==> src/mfbfs_pkg.sv <==
// Package: shared constants and types for the max-flow core.
`timescale 1ns / 1ps
package mfbfs_pkg;
    localparam int MAX_NODES_DEF = 16;
    localparam int NODE_W        = 4;
    localparam int CFG_W         = 5;
    localparam int CAP_W         = 2;
    localparam int FLOW_W        = 4;
    localparam logic [CAP_W-1:0]  CAP_MAX  = 2'd3;
    localparam logic [FLOW_W-1:0] FLOW_MAX = 4'd15;
    localparam logic [CFG_W-1:0]  NODE_COUNT_RST = 5'd16;
    localparam logic [1:0]        ADDR_NODE_COUNT = 2'd0;
    localparam logic REQ_ADD = 1'b0;
    localparam logic REQ_RUN = 1'b1;
endpackage

==> src/max_flow_bfs_augment_core.sv <==
// Add edge: sets capacity 1 for an edge inside the node range, no result. Run: search
// rounds, each followed by an augment along the path found; out_valid rises after
// the last search gives up, or straight from S_IDLE via S_DONE when N < 2.
// Throughput: one transaction at a time; in_stall high while busy or a result waits.
// The capacity memory, one read with a registered result and one write a cycle,
// sets the pace of search, bottleneck scan and update.
// Reset: asynchronous active low; capacities read as zero, node_count 16.
`timescale 1ns / 1ps
module max_flow_bfs_augment_core
    import mfbfs_pkg::*;
#(
    parameter int MAX_NODES = MAX_NODES_DEF
)
(
    input  logic              clk,
    input  logic              rst_n,
    input  logic              psel,
    input  logic              penable,
    input  logic              pwrite,
    input  logic [1:0]        paddr,
    input  logic [31:0]       pwdata,
    output logic [31:0]       prdata,
    output logic              pready,
    input  logic              in_valid,
    output logic              in_stall,
    input  logic              req_type,
    input  logic [NODE_W-1:0] from_node,
    input  logic [NODE_W-1:0] to_node,
    output logic              out_valid,
    input  logic              out_stall,
    output logic [FLOW_W-1:0] max_flow
);
    localparam int IW = $clog2(MAX_NODES);
    localparam int CW = IW + 1;
    localparam int AW = 2 * IW;

    typedef enum logic [8:0] {
        S_IDLE  = 9'b000000001,
        S_BINIT = 9'b000000010,
        S_POP   = 9'b000000100,
        S_SCAN  = 9'b000001000,
        S_CHK   = 9'b000010000,
        S_BRD   = 9'b000100000,
        S_BCHK  = 9'b001000000,
        S_UPD   = 9'b010000000,
        S_DONE  = 9'b100000000
    } state_t;

    state_t state_reg, state_next;
    logic [CFG_W-1:0] node_count_reg;
    logic [IW-1:0] parent_mem [MAX_NODES];
    logic [IW-1:0] queue_mem [MAX_NODES];
    logic [MAX_NODES-1:0] seen_reg;
    logic [CW-1:0] head_reg, tail_reg, steps_reg;
    logic [IW-1:0] u_reg, v_reg, sink_reg;
    logic [CAP_W-1:0] bott_reg;
    logic [FLOW_W-1:0] total_reg;
    logic phase_reg;
    logic out_valid_reg;

    logic mem_we;
    logic [AW-1:0] mem_waddr, mem_raddr;
    logic [CAP_W-1:0] mem_wdata, mem_rdata;
    logic [CW-1:0] n_eff;
    logic [IW-1:0] par_v;
    logic in_acc;
    logic last_v;

    mfbfs_capmem #(.AW(AW)) u_cap (
        .clk(clk), .rst_n(rst_n), .we(mem_we), .waddr(mem_waddr),
        .wdata(mem_wdata), .raddr(mem_raddr), .rdata(mem_rdata)
    );

    // Configuration port: always ready, one register.
    assign pready = 1'b1;
    assign prdata = {{(32-CFG_W){1'b0}}, node_count_reg};

    always_ff @(posedge clk or negedge rst_n)
    begin
        if (!rst_n)
        begin
            node_count_reg <= NODE_COUNT_RST;
        end
        else if (psel && penable && pwrite && paddr == ADDR_NODE_COUNT)
        begin
            node_count_reg <= pwdata[CFG_W-1:0];
        end
    end

    // Clamp node count to the array size.
    always_comb
    begin
        if ({{(32-CFG_W){1'b0}}, node_count_reg} > 32'(MAX_NODES))
        begin
            n_eff = CW'(MAX_NODES);
        end
        else
        begin
            n_eff = CW'(node_count_reg);
        end
    end

    assign in_stall  = (state_reg != S_IDLE) || out_valid_reg;
    assign out_valid = out_valid_reg;
    assign max_flow  = total_reg;
    assign par_v     = parent_mem[v_reg];

    assign in_acc = in_valid && !in_stall;

    // Memory port use per state. Update of one path edge: the forward read is
    // issued in S_BRD, the forward write and the reverse read in S_BCHK, the
    // saturated reverse write in S_UPD.
    always_comb
    begin
        mem_we    = 1'b0;
        mem_waddr = '0;
        mem_wdata = '0;
        mem_raddr = {u_reg, v_reg};
        if (in_acc && req_type == REQ_ADD)
        begin
            mem_we    = (32'(from_node) < 32'(n_eff)) && (32'(to_node) < 32'(n_eff));
            mem_waddr = {IW'(from_node), IW'(to_node)};
            mem_wdata = CAP_W'(1);
        end
        else if (state_reg == S_BRD)
        begin
            mem_raddr = {par_v, v_reg};
        end
        else if (state_reg == S_BCHK && phase_reg)
        begin
            mem_raddr = {v_reg, par_v};
            mem_we    = 1'b1;
            mem_waddr = {par_v, v_reg};
            mem_wdata = mem_rdata - bott_reg;
        end
        else if (state_reg == S_UPD)
        begin
            mem_we    = 1'b1;
            mem_waddr = {v_reg, par_v};
            mem_wdata = ({1'b0, mem_rdata} + {1'b0, bott_reg} > {1'b0, CAP_MAX})
                        ? CAP_MAX : mem_rdata + bott_reg;
        end
    end

    assign last_v = ({1'b0, v_reg} == n_eff - CW'(1));

    // Phase 0 walks the path for the bottleneck, phase 1 walks it again to update.
    always_ff @(posedge clk or negedge rst_n)
    begin
        if (!rst_n)
        begin
            state_reg     <= S_IDLE;
            out_valid_reg <= 1'b0;
            seen_reg      <= '0;
            head_reg      <= '0;
            tail_reg      <= '0;
            total_reg     <= '0;
            phase_reg     <= 1'b0;
            steps_reg     <= '0;
            u_reg         <= '0;
            v_reg         <= '0;
            sink_reg      <= '0;
            bott_reg      <= '0;
            parent_mem    <= '{default: '0};
            queue_mem     <= '{default: '0};
        end
        else
        begin
            if (out_valid_reg && !out_stall)
            begin
                out_valid_reg <= 1'b0;
            end
            unique case (state_reg)
                S_IDLE:
                begin
                    if (in_acc && req_type == REQ_RUN)
                    begin
                        total_reg <= '0;
                        sink_reg  <= IW'(n_eff - CW'(1));
                        if (n_eff < CW'(2))
                        begin
                            state_reg <= S_DONE;
                        end
                        else
                        begin
                            state_reg <= S_BINIT;
                        end
                    end
                end
                S_BINIT:
                begin
                    seen_reg     <= {{(MAX_NODES-1){1'b0}}, 1'b1};
                    queue_mem[0] <= '0;
                    parent_mem[0] <= '0;
                    head_reg     <= '0;
                    tail_reg     <= CW'(1);
                    state_reg    <= S_POP;
                end
                S_POP:
                begin
                    if (head_reg < tail_reg && head_reg < CW'(MAX_NODES))
                    begin
                        u_reg     <= queue_mem[head_reg[IW-1:0]];
                        head_reg  <= head_reg + CW'(1);
                        v_reg     <= '0;
                        state_reg <= S_SCAN;
                    end
                    else
                    begin
                        state_reg <= S_DONE;
                    end
                end
                S_SCAN:
                begin
                    // read issued at {u,v}; data next cycle
                    state_reg <= S_CHK;
                end
                S_CHK:
                begin
                    if (!seen_reg[v_reg] && mem_rdata != '0)
                    begin
                        if (tail_reg < CW'(MAX_NODES))
                        begin
                            queue_mem[tail_reg[IW-1:0]] <= v_reg;
                            tail_reg <= tail_reg + CW'(1);
                        end
                        parent_mem[v_reg] <= u_reg;
                        seen_reg[v_reg]   <= 1'b1;
                        if (v_reg == sink_reg)
                        begin
                            bott_reg  <= CAP_MAX;
                            steps_reg <= '0;
                            phase_reg <= 1'b0;
                            state_reg <= S_BRD;
                        end
                    end
                    if (!(!seen_reg[v_reg] && mem_rdata != '0 && v_reg == sink_reg))
                    begin
                        if (last_v)
                        begin
                            state_reg <= S_POP;
                        end
                        else
                        begin
                            v_reg     <= v_reg + IW'(1);
                            state_reg <= S_SCAN;
                        end
                    end
                end
                S_BRD:
                begin
                    // forward read issued at {parent,v}
                    if (v_reg == '0 || steps_reg >= n_eff)
                    begin
                        if (!phase_reg)
                        begin
                            phase_reg <= 1'b1;
                            v_reg     <= sink_reg;
                            steps_reg <= '0;
                            state_reg <= S_BRD;
                        end
                        else
                        begin
                            total_reg <= ({1'b0, total_reg} + {3'b0, bott_reg} > {1'b0, FLOW_MAX})
                                         ? FLOW_MAX : total_reg + FLOW_W'(bott_reg);
                            state_reg <= S_BINIT;
                        end
                    end
                    else
                    begin
                        state_reg <= S_BCHK;
                    end
                end
                S_BCHK:
                begin
                    if (!phase_reg)
                    begin
                        if (mem_rdata < bott_reg)
                        begin
                            bott_reg <= mem_rdata;
                        end
                        v_reg     <= par_v;
                        steps_reg <= steps_reg + CW'(1);
                        state_reg <= S_BRD;
                    end
                    else
                    begin
                        // forward lowered now; reverse read in flight
                        state_reg <= S_UPD;
                    end
                end
                S_UPD:
                begin
                    // reverse raised now; advance toward the source
                    v_reg     <= par_v;
                    steps_reg <= steps_reg + CW'(1);
                    state_reg <= S_BRD;
                end
                S_DONE:
                begin
                    out_valid_reg <= 1'b1;
                    state_reg     <= S_IDLE;
                end
                default:
                begin
                    state_reg <= S_IDLE;
                end
            endcase
        end
    end

    a_out_hold: assert property (@(posedge clk) disable iff (!rst_n)
        out_valid && out_stall |=> out_valid && $stable(max_flow));
    a_busy_stall: assert property (@(posedge clk) disable iff (!rst_n)
        (state_reg != S_IDLE) |-> in_stall);
    a_state_onehot: assert property (@(posedge clk) disable iff (!rst_n)
        $onehot(state_reg));
    a_accept_idle: assert property (@(posedge clk) disable iff (!rst_n)
        in_acc |-> (state_reg == S_IDLE) && !out_valid_reg);
endmodule

==> src/mfbfs_capmem.sv <==
// Residual capacity memory with valid bits per entry.
`timescale 1ns / 1ps
module mfbfs_capmem
    import mfbfs_pkg::*;
#(
    parameter int AW = 8
)
(
    input  logic             clk,
    input  logic             rst_n,
    input  logic             we,
    input  logic [AW-1:0]    waddr,
    input  logic [CAP_W-1:0] wdata,
    input  logic [AW-1:0]    raddr,
    output logic [CAP_W-1:0] rdata
);
    localparam int DEPTH = 1 << AW;
    logic [CAP_W-1:0] mem [DEPTH];
    logic [DEPTH-1:0] vld_reg;
    logic [CAP_W-1:0] rd_reg;
    logic             rv_reg;

    always_ff @(posedge clk)
    begin
        if (we)
        begin
            mem[waddr] <= wdata;
        end
        rd_reg <= mem[raddr];
    end

    always_ff @(posedge clk or negedge rst_n)
    begin
        if (!rst_n)
        begin
            vld_reg <= '0;
            rv_reg  <= 1'b0;
        end
        else
        begin
            if (we)
            begin
                vld_reg[waddr] <= 1'b1;
            end
            rv_reg <= vld_reg[raddr];
        end
    end

    assign rdata = rv_reg ? rd_reg : '0;
endmodule

==> config.mk <==
export PLATFORM = sky130hd
export DESIGN_NAME = max_flow_bfs_augment_core
export DESIGN_NICKNAME = d
export VERILOG_FILES = /design/src/mfbfs_pkg.sv /design/src/max_flow_bfs_augment_core.sv /design/src/mfbfs_capmem.sv
export SDC_FILE = /design/constraint.sdc
export NUM_CORES = 2
export LEC_CHECK = 0
export ABC_AREA = 1
export ABC_CLOCK_PERIOD_IN_PS = 39500
export BUFFER_PORTS_ARGS = -buffer_cell sky130_fd_sc_hd__buf_2
export CAP_MARGIN = 20
export CORE_ASPECT_RATIO = 0.8
export CORE_MARGIN = 10
export CORE_UTILIZATION = 40
export DETAILED_ROUTE_END_ITERATION = 6
export PLACE_DENSITY = 0.63
export SYNTH_ARGS = -nofsm -noshare
export SYNTH_HDL_FRONTEND = slang
export SYNTH_SLANG_ARGS = --single-unit
export TNS_END_PERCENT = 1
==> constraint.sdc <==
create_clock -name clk -period 39.5 [get_ports clk]
set_input_delay 3.95 -clock clk [delete_from_list [all_inputs] [get_ports clk]]
set_output_delay 3.95 -clock clk [all_outputs]
set_load 0.1 [all_outputs]
Word level (Yosys, flattened, before mapping). Memory sizes are Yosys's and may differ from the RTL's. A register that Yosys moved wholly into a read port is not among the register bits. Cells that the tools add are included.

Add/subtract/negate cells: 10. $mul: 0. Div/mod/pow operators: 0. Order comparisons: 21. Equality and inequality tests: 26. Shift operators: 0. Multiplexer cells: 92. Bitwise logic cells: 6. Reduce and logical (&&, ||, !) cells: 45.

Operator list (number): $or 256x256->256 (1); $mux 64 (3); $bwmux 64 (2); $pmux 9 s8 (1); $mux 4 (17); $mux 8 (8); $mux 9 (7); $mux 5 (9); $bmux 4 s4 (2); $demux 4 s4 (2); $pmux 16 s2 (1); $pmux 4 s2 (3); $mux 2 (10); $ne 2x2->1 const B (10); $pmux 4 s5 (1); $pmux 5 s2 (2); $pmux 5 s4 (1); $lt 8x9->1 const B (2); $logic_and 1x1->1 (16); $mux 16 (1); $or 16x16->16 (1); $add 5x1->5 const B (3); $ge 5x5->1 const B (3); $mux 1 (15); other kinds (56) (79).

Register bits after elaboration: 450. Bits in latches: 0. Bits in writable memories: 512. ROM bits: 0. Bits of input ports: 50. Output and inout bits: 39. Logic and storage cells: 248. Memories: 1.

Memory list: u_cap.mem (words 256, bits a word 2, read ports 1, clocked after memory_dff 1, write ports 1, RTL line mfbfs_capmem.sv:18) `logic [CAP_W-1:0] mem [DEPTH];`.

Logic depth before layout (Yosys ltp).
Depth after elaboration: 13. Depth in mapped cells: 23. Mapped depth without buffers: 20.

By module. Synthesis repeated with hierarchy kept, for this count alone.

Cells, all modules: 4583. Area total of the unflattened synthesis: 43639.4 µm².

Modules (own cells, without submodules): mfbfs_capmem (times used 1, cells an instance 3148, area each 32718.9 µm², sequential area each 21846.0 µm²); max_flow_bfs_augment_core (times used 1, cells an instance 1435, area each 10920.5 µm², sequential area each 4832.1 µm²).

Worst setup path before layout. Ideal clock, no wire load.

Path kind: flip-flop to flip-flop. Start: register state_reg[0]. End: memory u_cap.mem[0][0], data pin. Setup time: 2.187 ns. Arrival time: 11.187 ns. Data required time: 37.313 ns. Slack: 26.126 ns. Cell stages (with the launch flop): 11. Buffers on the path: 1. Period minus slack after synthesis: 13.374 ns. Cell sequence: dfstp_2 > nor2_1 > nand2_1 > nor2_2 > inv_2 > nor2_4 > nand2_4 > inv_4 > buf_6 > o21a_1 > o21ai_0.

Longest elaborated chain between the ends: 6. Elaborated cells between the ends (all ways): 13. Those cells by class: eq/ne (4); mux (4); reduce/logical (5).

RTL lines: start: declaration (RTL line max_flow_bfs_augment_core.sv:49) `state_t state_reg, state_next;`; start signal: assignment (RTL line max_flow_bfs_augment_core.sv:152) `state_reg <= S_IDLE;`; start signal: assignment (RTL line max_flow_bfs_augment_core.sv:182) `state_reg <= S_DONE;`; start signal: assignment (RTL line max_flow_bfs_augment_core.sv:186) `state_reg <= S_BINIT;`; parallel branches: the longest is 5 deep, another holds $eq 9x8->1; $mux 2 * (RTL line max_flow_bfs_augment_core.sv:119) `if (in_acc && req_type == REQ_ADD)`; named net mem_wdata[0] (RTL line max_flow_bfs_augment_core.sv:63) `logic [CAP_W-1:0] mem_wdata, mem_rdata;`; end: declaration (RTL line mfbfs_capmem.sv:18).

Mark *: on every way through the listed nets, which the timed path passes.

==> results by group <==
Logic synthesis
  • Top post-synthesis cells by area: edfxtp_1 (34%), dfrtp_1 (25%), nand2_1 (9.2%)
  • Yosys top cell by area: edfxtp_1
  • Number of library cell types mapped by synthesis: 57
  • Post-synth top flop: edfxtp_1
  • Cell Area, Synth: 0.0452 mm²
  • Mean Syn Cell Area: 8.94 µm²
  • Yosys top cell area share: about a third
  • YS warnings: 0
  • List of most frequent post-synthesis cells: nand2_1 (1111), nand3_1 (777), inv_1 (701)
  • Number of synthesized flops with an enable pin: 512
  • Most common cell in the netlist: nand2_1
  • Async set or reset register ratio after synthesis: 46.7%
  • #FFs+latches synth: about 960
  • Register area share after synthesis: 59.0%
  • Post-Synthesis Cells: 5056

Setup path
  • Critical path's top delay family: buffers and inverters
  • Crit path from: rst_n
  • Critical path cell sequence: buf_8 -> buf_4 -> buf_4 -> buf_4
  • Worst path buffer plus inverter count: 4
  • Stages on the worst setup path: 4
  • Required time of the critical path: 40.18 ns
  • Most frequent CP cell: buf_4
  • Register-to-Register Path Depth: 17
  • Crit path largest cell delay: approximately 0.86 ns
  • Reg2reg start: v_reg[3]
  • CP endpoint kind: async pin
  • Reg2reg setup slack: around 34 ns
  • Worst r2r dst: u_cap.rd_reg[1]
  • Crit Path Class: input pin to async pin
  • Slowest-stage cell, CP: buf_4
  • Crit start category: input pin
  • Largest fanout on the critical path: 129
  • CP arrival: between 7 and 8 ns

Clocking
  • Setup repair bufs after CTS: 0
  • CTS root buffer: clkbuf_16
  • Hold buffers post-CTS: 0
  • Clk buf depth: 3
  • TritonCTS clock tree: done
  • Clock Sinks: 964
  • Worst-skew pair later-pin latency: 0.70 ns
  • CTS clk-pin slew, worst paths: 0.06 ns
  • Post-CTS Resized: 0
  • CTS Buf Count: 96
  • H-Tree Depth: 3

Floorplanning
  • Die Wd: ~400 µm
  • Initial Utilization: roughly 40%
  • Row count: between 100 and 150
  • Die height: about 320 µm
  • Die area: 0.127 mm²
  • Ports: 89
  • Total core area: 0.112 mm²

Detailed routing
  • WL/cell: ~18 µm
  • Via Count: 34100
  • Drt first pass iters: 7
  • DRT met1 WL: approximately 54 mm
  • Drc violations: 1
  • Vias/cell: 5.22
  • Post-route ant nets: 0
  • Wire length on met3: 9.22 mm
  • Max Used Layer: met4
  • Met2 wire len: between 50 and 60 mm
  • Initial DRC count: 3389
  • WL final: 121 mm

Timing
  • Final setup viols: 0
  • Fin crit share: between 10% and 20%
  • FMAX: between 0.15 and 0.2 GHz
  • Clock Skew: 0.0280 ns
  • Setup ws final: 32.99 ns
  • Count of final max-slew check failures: 0
  • Count of final hold-check violations: 0
  • Post-route minimum period: about 6.5 ns
  • Slew @ Worst Pin: 1.02 ns
  • Sum Neg Setup Slack: 0 ns
  • Unrepaired setup endpoints after global routing: no
  • Relative slew margins: 32.1%

Run status
  • Failing checks: design-rule violations
  • Status: complete, but fails checks

GRT
  • Largest net degree at the start of global routing: between 200 and 250
  • GRT overflow: 0
  • Total GRT Usage: 18.8%
  • First-pass GRT wire length: around 190 mm
  • Initial antenna violation count: 0
  • Vias in the first global route: roughly 33000

Layout
  • ANT cells: 0
  • Synth-to-Final Area Change: 9.92%
  • Largest register FFs: 512
  • Share of layout cells above drive strength 1: ~6.5%
  • Finished Cell Area: 0.0497 mm²
  • Final cell count without fillers: 6542
  • Post-layout nets: between 5000 and 6000

Min path
  • Min-delay src: u_cap.vld_reg[92]
  • Hold Path Depth: 2
  • Worst Hold Class: register to register
  • Destination of the worst hold path: u_cap.vld_reg[92]

Placement
  • Placed cells: between 6000 and 7000
  • Routability cong.: approximately 0.83
  • Pre-CTS setup slack: roughly 32 ns
  • # port buffers: 33
  • Placed inst area: between 0.04 and 0.05 mm²
  • Dpl hpwl: 65.1 mm

Power
  • Leakage: 21.7 nW
  • IR drop worst, VDD: 32.6 µV
  • Power per Cell Area: 48.1 mW/mm²

Job
  • Max Cap Viol: 0
-- routing by layer --
metal | vias up | GRT usage (%)
met2 | 1221 | 29.6
met4 | 0 | 5.65
met3 | 220 | 3.52
met1 | 16500 | 26.1
met5 | - | 0
li1 | 16200 | -
-- where the power goes --
group / total (mW) / switching, mW / internal [mW]
combinational: 0.358 / 0.279 / 0.0791
clock: 0.941 / 0.399 / 0.542
sequential: 1.09 / 0.0120 / 1.08
-- area by class of cell --
class | instances | area (µm²)
Tap cell | 1512 | 1890
Sequential cell | 964 | 26700
Multi-Input combinational cell | 3068 | 14300
Inverter | 713 | 2690
Fill cell | 10900 | 62600
Clock buffer | 150 | 2950
Clock inverter | 32 | 328
Timing Repair Buffer | 103 | 818
-- per-stage QoR --
step / hold WS [ns] / power [mW] / utilization [%]
global route: 0.469 / 2.48 / 44.2
global placement: 0.438 / 1.46 / 41.2
finish: 0.454 / 2.39 / 44.2
CTS: 0.457 / 2.40 / 44.2
detailed placement: 0.443 / 1.46 / 41.2
floorplan: 0.427 / 1.34 / -
-- layout by cell type (no fill, tap or decap), types with 10 or more instances in the layout --
cell type and n:
nand2_1 1103, nand3_1 770, inv_1 699, edfxtp_1 512, dfrtp_1 448, o21ai_0 413
nor2_1 388, clkbuf_16 103, o21ai_1 73, buf_4 63, nand3b_1 42, a21oi_1 41
o211ai_1 32, buf_2 32, ha_1 30, conb_1 28, clkbuf_1 27, clkbuf_8 19
clkinv_2 17, a31oi_1 13, o22ai_1 12, o221ai_1 12, or2_2 11, nand2_2 10
-- cells by family (layout without fill, tap and decap cells) --
group	after synthesis	after routing	share of synthesized area (%)
and+or+nand+nor	2375	2375	22.6
buffers and inverters	1050	998	9.79
DFF	964	964	59.0
AOI/OAI and AO/OA	624	624	7.46
adders and majority gates	33	33	0.963
xor gates and xnor gates	7	7	0.136
other	2	28	0.0166
muxes	1	1	0.0249
-- worst min-delay path, delay by kind of cell, from the launching register on --
family | cells | cell delay [ns]
AO/OA/AOI/OAI | 1 | 0.06
flip-flops | 1 | 0.32
buffers and inverters | 1 | 0.04
-- worst max path at each step --
stage / end / slack (ns)
3_5_place_dp: u_cap.vld_reg[42] / 32.07
3_3_place_gp: u_cap.vld_reg[42] / 32.08
4_1_cts: u_cap.vld_reg[42] / 32.80
2_1_floorplan: u_cap.mem[0][0] / 26.13
6_report: u_cap.vld_reg[42] / 32.99
5_1_grt: u_cap.vld_reg[42] / 32.45
No activity file was read; power rests on OpenSTA's default activity.
